## config.mk

```make
export PLATFORM = sky130hd
export DESIGN_NAME = bpfa_word_unit
export DESIGN_NICKNAME = d
export VERILOG_FILES = /design/src/rtl/bitmap_page_frame_allocator_assert.svh /design/src/rtl/bpfa_pkg.sv /design/src/rtl/bpfa_word_unit.sv
export SDC_FILE = /design/constraint.sdc
export NUM_CORES = 1
export LEC_CHECK = 0
export ABC_AREA = 1
export BUFFER_PORTS_ARGS = -buffer_cell sky130_fd_sc_hd__buf_2
export CAP_MARGIN = 20
export CORE_UTILIZATION = 45
export DETAILED_ROUTE_END_ITERATION = 10
export PLACE_DENSITY = 0.75
export SLEW_MARGIN = 10
export SYNTH_ARGS = -nofsm -noshare
export SYNTH_HDL_FRONTEND = slang
export SYNTH_SLANG_ARGS = --single-unit
```

## constraint.sdc

```tcl
create_clock -name vclk -period 7.3
set_input_delay 0.73 -clock vclk [all_inputs]
set_output_delay 0.73 -clock vclk [all_outputs]
set_load 0.05 [all_outputs]
```

## src/rtl/bitmap_page_frame_allocator_assert.svh

```systemverilog
// ----------------------------------------------------------------------------
// bitmap page frame allocator assertion macros
// concurrent assertion shorthands shared by the allocator rtl
// ----------------------------------------------------------------------------
`ifndef BITMAP_PAGE_FRAME_ALLOCATOR_ASSERT_SVH
`define BITMAP_PAGE_FRAME_ALLOCATOR_ASSERT_SVH

// same-cycle implication
`define BPFA_ASSERT_IMP(label, clk, rstn, ante, cons, msg) \
    label: assert property (@(posedge clk) disable iff (!(rstn)) (ante) |-> (cons)) \
        else $error(msg);

// next-cycle implication
`define BPFA_ASSERT_NXT(label, clk, rstn, ante, cons, msg) \
    label: assert property (@(posedge clk) disable iff (!(rstn)) (ante) |=> (cons)) \
        else $error(msg);

`endif

```

## src/rtl/bpfa_pkg.sv

```systemverilog
`timescale 1ns / 1ps
// ----------------------------------------------------------------------------
// bpfa_pkg
// shared constants, types and helper functions of the page frame allocator
// ----------------------------------------------------------------------------
package bpfa_pkg;

    localparam int ADDR_BITS  = 32;
    localparam int PAGE_BITS  = 12;
    localparam int FRAME_BITS = ADDR_BITS - PAGE_BITS;
    localparam int FIDX_W     = FRAME_BITS + 1;

    localparam int WORD_BITS  = 32;
    localparam int BIT_IDX_W  = 5;
    localparam int WCNT_W     = BIT_IDX_W + 1;
    localparam int WADDR_W    = FRAME_BITS - BIT_IDX_W;
    localparam int WORD_COUNT = 2 ** WADDR_W;

    localparam int OP_W    = 3;
    localparam int BASE_W  = 32;
    localparam int LEN_W   = 33;
    localparam int KIND_W  = 32;
    localparam int FADDR_W = 32;
    localparam int CNT_W   = 33;
    localparam int SUM_W   = 34;

    localparam int APB_AW      = 3;
    localparam int APB_DW      = 32;
    localparam int REG_SEL_LSB = 2;

    localparam logic [0:0] REG_KERNEL_IMAGE_END = 1'b0;

    localparam logic [SUM_W-1:0]     FRAME_COUNT    = SUM_W'(1) << FRAME_BITS;
    localparam logic [SUM_W-1:0]     PAGE_MASK      = (SUM_W'(1) << PAGE_BITS) - SUM_W'(1);
    localparam logic [CNT_W-1:0]     CNT_MAX        = '1;
    localparam logic [WORD_BITS-1:0] WORD_FULL      = '1;
    localparam logic [KIND_W-1:0]    KIND_AVAILABLE = KIND_W'(1);

    typedef enum logic [OP_W-1:0] {
        OP_CLEAR          = 3'd0,
        OP_ADD_REGION     = 3'd1,
        OP_RESERVE_KERNEL = 3'd2,
        OP_RESERVE_RANGE  = 3'd3,
        OP_ALLOCATE       = 3'd4
    } op_t;

    typedef enum logic [1:0] {
        WU_FREE,
        WU_RESERVE,
        WU_FIND
    } wu_mode_t;

    typedef enum logic [2:0] {
        ST_SWEEP,
        ST_IDLE,
        ST_PREP,
        ST_RANGE,
        ST_READ,
        ST_CHECK,
        ST_FINISH
    } state_t;

    typedef struct packed {
        wu_mode_t              mode;
        logic [WADDR_W-1:0]    word_idx;
        logic [FRAME_BITS-1:0] first_frame;
        logic [FRAME_BITS-1:0] last_frame;
    } wu_ctrl_t;

    typedef struct packed {
        logic [WORD_BITS-1:0] new_word;
        logic [WCNT_W-1:0]    count;
        logic                 found;
        logic [BIT_IDX_W-1:0] bit_idx;
    } wu_result_t;

    function automatic logic [FIDX_W-1:0] clip_frame(input logic [SUM_W-1:0] x);
        if (x > FRAME_COUNT) begin
            return FRAME_COUNT[FIDX_W-1:0];
        end
        return x[FIDX_W-1:0];
    endfunction

    function automatic logic [CNT_W-1:0] page_delta(input logic [WCNT_W-1:0] n);
        return CNT_W'({n, {PAGE_BITS{1'b0}}});
    endfunction

    function automatic logic [CNT_W-1:0] sat_add(input logic [CNT_W-1:0] a,
                                                 input logic [CNT_W-1:0] d);
        logic [CNT_W:0] s;
        s = {1'b0, a} + {1'b0, d};
        return s[CNT_W] ? CNT_MAX : s[CNT_W-1:0];
    endfunction

    function automatic logic [CNT_W-1:0] sat_sub(input logic [CNT_W-1:0] a,
                                                 input logic [CNT_W-1:0] d);
        return (a > d) ? (a - d) : '0;
    endfunction

endpackage

```

## src/rtl/bpfa_word_unit.sv

```systemverilog
`timescale 1ns / 1ps
// ----------------------------------------------------------------------------
// bpfa_word_unit
// shared bitmap word unit: range mask, free/reserve update, first free search
// ----------------------------------------------------------------------------
module bpfa_word_unit (
    input  bpfa_pkg::wu_ctrl_t                   ctrl,
    input  logic [bpfa_pkg::WORD_BITS-1:0]       word,
    output bpfa_pkg::wu_result_t                 res
);

    import bpfa_pkg::*;

    logic [BIT_IDX_W-1:0] lo_bit;
    logic [BIT_IDX_W-1:0] hi_bit;
    logic [WORD_BITS-1:0] mask;
    logic [WORD_BITS-1:0] hit;
    logic [BIT_IDX_W-1:0] zero_idx;
    logic                 has_zero;

    function automatic logic [WCNT_W-1:0] popcount(input logic [WORD_BITS-1:0] v);
        logic [WCNT_W-1:0] total;
        logic [3:0]        part;
        total = '0;
        for (int g = 0; g < WORD_BITS / 8; g++) begin
            part = '0;
            for (int b = 0; b < 8; b++) begin
                part = part + 4'(v[g*8+b]);
            end
            total = total + WCNT_W'(part);
        end
        return total;
    endfunction

    always_comb begin
        lo_bit = (ctrl.word_idx == ctrl.first_frame[FRAME_BITS-1:BIT_IDX_W]) ?
                 ctrl.first_frame[BIT_IDX_W-1:0] : '0;
        hi_bit = (ctrl.word_idx == ctrl.last_frame[FRAME_BITS-1:BIT_IDX_W]) ?
                 ctrl.last_frame[BIT_IDX_W-1:0] : '1;
        mask   = (WORD_FULL << lo_bit) & (WORD_FULL >> (~hi_bit));

        // lowest clear bit
        has_zero = (word != WORD_FULL);
        zero_idx = '0;
        for (int i = WORD_BITS - 1; i >= 0; i--) begin
            if (!word[i]) begin
                zero_idx = BIT_IDX_W'(i);
            end
        end

        unique case (ctrl.mode)
            WU_FREE: begin
                hit          = mask;
                res.new_word = word & ~mask;
            end
            WU_RESERVE: begin
                hit          = mask & ~word;
                res.new_word = word | mask;
            end
            WU_FIND: begin
                hit          = has_zero ? (WORD_BITS'(1) << zero_idx) : '0;
                res.new_word = word | hit;
            end
            default: begin
                hit          = '0;
                res.new_word = word;
            end
        endcase

        res.count   = popcount(hit);
        res.found   = has_zero;
        res.bit_idx = zero_idx;
    end

endmodule

```

==> results.py <==
metrics = {
    "pwr": {
        "irDropWorstVdd_v": 0.00143,
        "powerDensity_nw_per_um2": 337,
        "power_mw": 2.18,
        "power.leakage_nw": 3.37,
    },
    "timing": {
        "rsz0062_at_grt": "yes",
        "slew_violations": 0,
        "setup_ws_ns": -0.844,
        "period_share_pct": 112,
        "whs_ns": 1.97,
        "tightest_slew_ns": 0.655,
        "min_period_ns": 8.14,
        "slew_headroom_pct": 56.3,
        "hold_violations": 0,
        "setup_violations": 6,
        "fmax_mhz": 123,
    },
    "global_routing": {
        "grt_max_degree": 47,
        "grt-ovfl-total": 0,
        "track_usage_pct": 40.9,
        "grt_pass1_wl_mm": 28.9,
        "antenna_found_initial": 0,
        "grt_pass1_vias": 5873,
    },
    "critical_path": {
        "worst-setup-path-type": "primary input to primary output",
        "start_kind": "primary input",
        "path_delay_family": "adder cells",
        "crit_path_top_delay_cell": "fa_1",
        "critPathMaxStageDelay_ns": 0.61,
        "path_buf_inv": 6,
        "end_kind": "primary output",
        "crit_end": "res[10]",
        "cp_max_fo": 4,
        "cp.depth": 35,
        "crit_required_ns": 6.57,
        "path_common_cell": "nor2_1",
        "arrival_ns": 7.41,
        "crit_start": "word[31]",
    },
    "placed_design": {
        "place_congestion": 1.05,
        "place_hpwl_mm": 16.0,
        "place_area_um2": 6220,
        "io_buffers": 133,
    },
    "final_layout": {
        "final_util_pct": 74.7,
        "design.seq.count": 0,
        "final_common_cell": "buf_4",
        "area_growth_pct": 62.0,
        "layout_common_cells": "buf_4, buf_2, nand2_1",
        "diodes": 0,
        "finalNetCount": 1146,
        "nFillCells": 707,
        "seq_area_um2": 0,
        "clkbuf_count": 0,
        "drive_above_1_share_pct": 38.2,
        "design_area_um2": 6480,
    },
    "route": {
        "drt_iter0_markers": 695,
        "wl_mm": 19.3,
        "ant_nets": 0,
        "drc": 0,
        "drt_first_pass_iters": 7,
        "wl_per_cell_um": 17.1,
        "via_per_inst": 5.71,
        "via_count": 6440,
    },
    "synthesis": {
        "synthCells": 724,
        "netlist_area_um2": 4000,
        "synth_nets": 848,
        "yosysWarnings": 0,
        "yosys-top-cells-area": "fa_1, inv_1, nand2_1, nor2_1, o21ai_0",
        "ys_types": 37,
        "synth_top_area_cell": "fa_1",
        "synth-seq-area-share_pct": 0,
        "synth_top_area_share_pct": 12.0,
        "syn_avg_cell_area_um2": 5.52,
    },
    "die": {
        "die_h_um": 96.3,
        "start_util_pct": 46.1,
        "die-area_um2": 9270,
        "die_w_um": 96.3,
        "rows": 34,
        "coreArea_um2": 8680,
        "io-pin-count": 133,
    },
    "cts": {
        "cts_hold_buf": 0,
    },
    "run_status": {
        "violations": "negative setup slack",
        "status": "finished with violations",
    },
    "hold_path": {
        "hold_path.class": "primary input to primary output",
    },
    "job": {
        "maxCapViolations": 0,
    },
}
[tightest hold or removal path: stages]
cell,delay (ns)
buf_2,0.13
nor2_1,0.13
a21oi_2,0.04
buf_2,0.20
[per-stage QoR]
step                      instances  setup WS (ns)  setup TNS, ns
after CTS                      1125         -0.746          -3.14
after detailed placement       1122         -0.885          -4.14
after floorplan                 724         -0.288         -0.961
after global routing           1128          -1.16          -5.79
final                          1128         -0.844          -3.80
after global placement         1122         -0.781          -3.59
[cell type report]
cell class                 count  area, µm²  area share [%]
inverter                     129        505            7.80
multi-input combinational    565       3620            55.8
tap                          108        135            2.09
timing repair buffer         326       2220            34.3
[how the worst min path moves through the flow]
stage,startpoint,end,slack (ns),cells past startpoint
after floorplan,word[0],res[1],1.68,2
after global placement,word[21],res[33],1.96,4
after detailed placement,word[21],res[33],1.97,4
after CTS,word[21],res[33],1.97,4
after global routing,word[21],res[33],2.00,4
final,word[21],res[33],1.97,4
[logic make-up (layout without fill, tap and decap cells)]
logic type      Yosys count  in the layout  synth area share (%)
buf+inv                 159            455                  15.5
compound gates          209            209                  31.4
fa+ha+maj                35             35                  15.5
simple gates            288            288                  30.4
xor+xnor                 33             33                  7.23
[synthesized netlist by cell type, drive strengths merged, types with 3 or more instances]
| cell | count |
|---|---|
| inv | 126 |
| nand2 | 126 |
| nor2 | 109 |
| a21oi | 67 |
| o21ai | 65 |
| a31oi | 36 |
| xnor2 | 25 |
| clkbuf | 24 |
| fa | 24 |
| nand3 | 24 |
| nand4 | 18 |
| o211ai | 14 |
| ha | 11 |
| o21bai | 8 |
| xor2 | 8 |
| a22oi | 7 |
| nor3 | 7 |
| buf | 6 |
| o22ai | 4 |
| a211oi | 3 |
| clkinv | 3 |
| nor4 | 3 |
[power by group]
part	internal, mW	switching [mW]	total, mW
registers	0	0	0
clock network	0	0	0
logic	0.926	1.26	2.18
[routing by layer]
layer / vias up / part of all wire, % / global-route usage [%]
li1: 2983 / - / -
met1: 2943 / 39 / 53.4
met2: 438 / 46 / 67.1
met3: 76 / 9.7 / 3.87
met4: 0 / 5.3 / 19.9
met5: - / 0 / 0
[repair_timing]
action	in CTS	in global routing
setup endpoints to repair	6	6
resized for setup	35	23
buffers inserted	4	4
pin swaps	26	17
cloned	0	0
(Power assumes the default switching activity.)
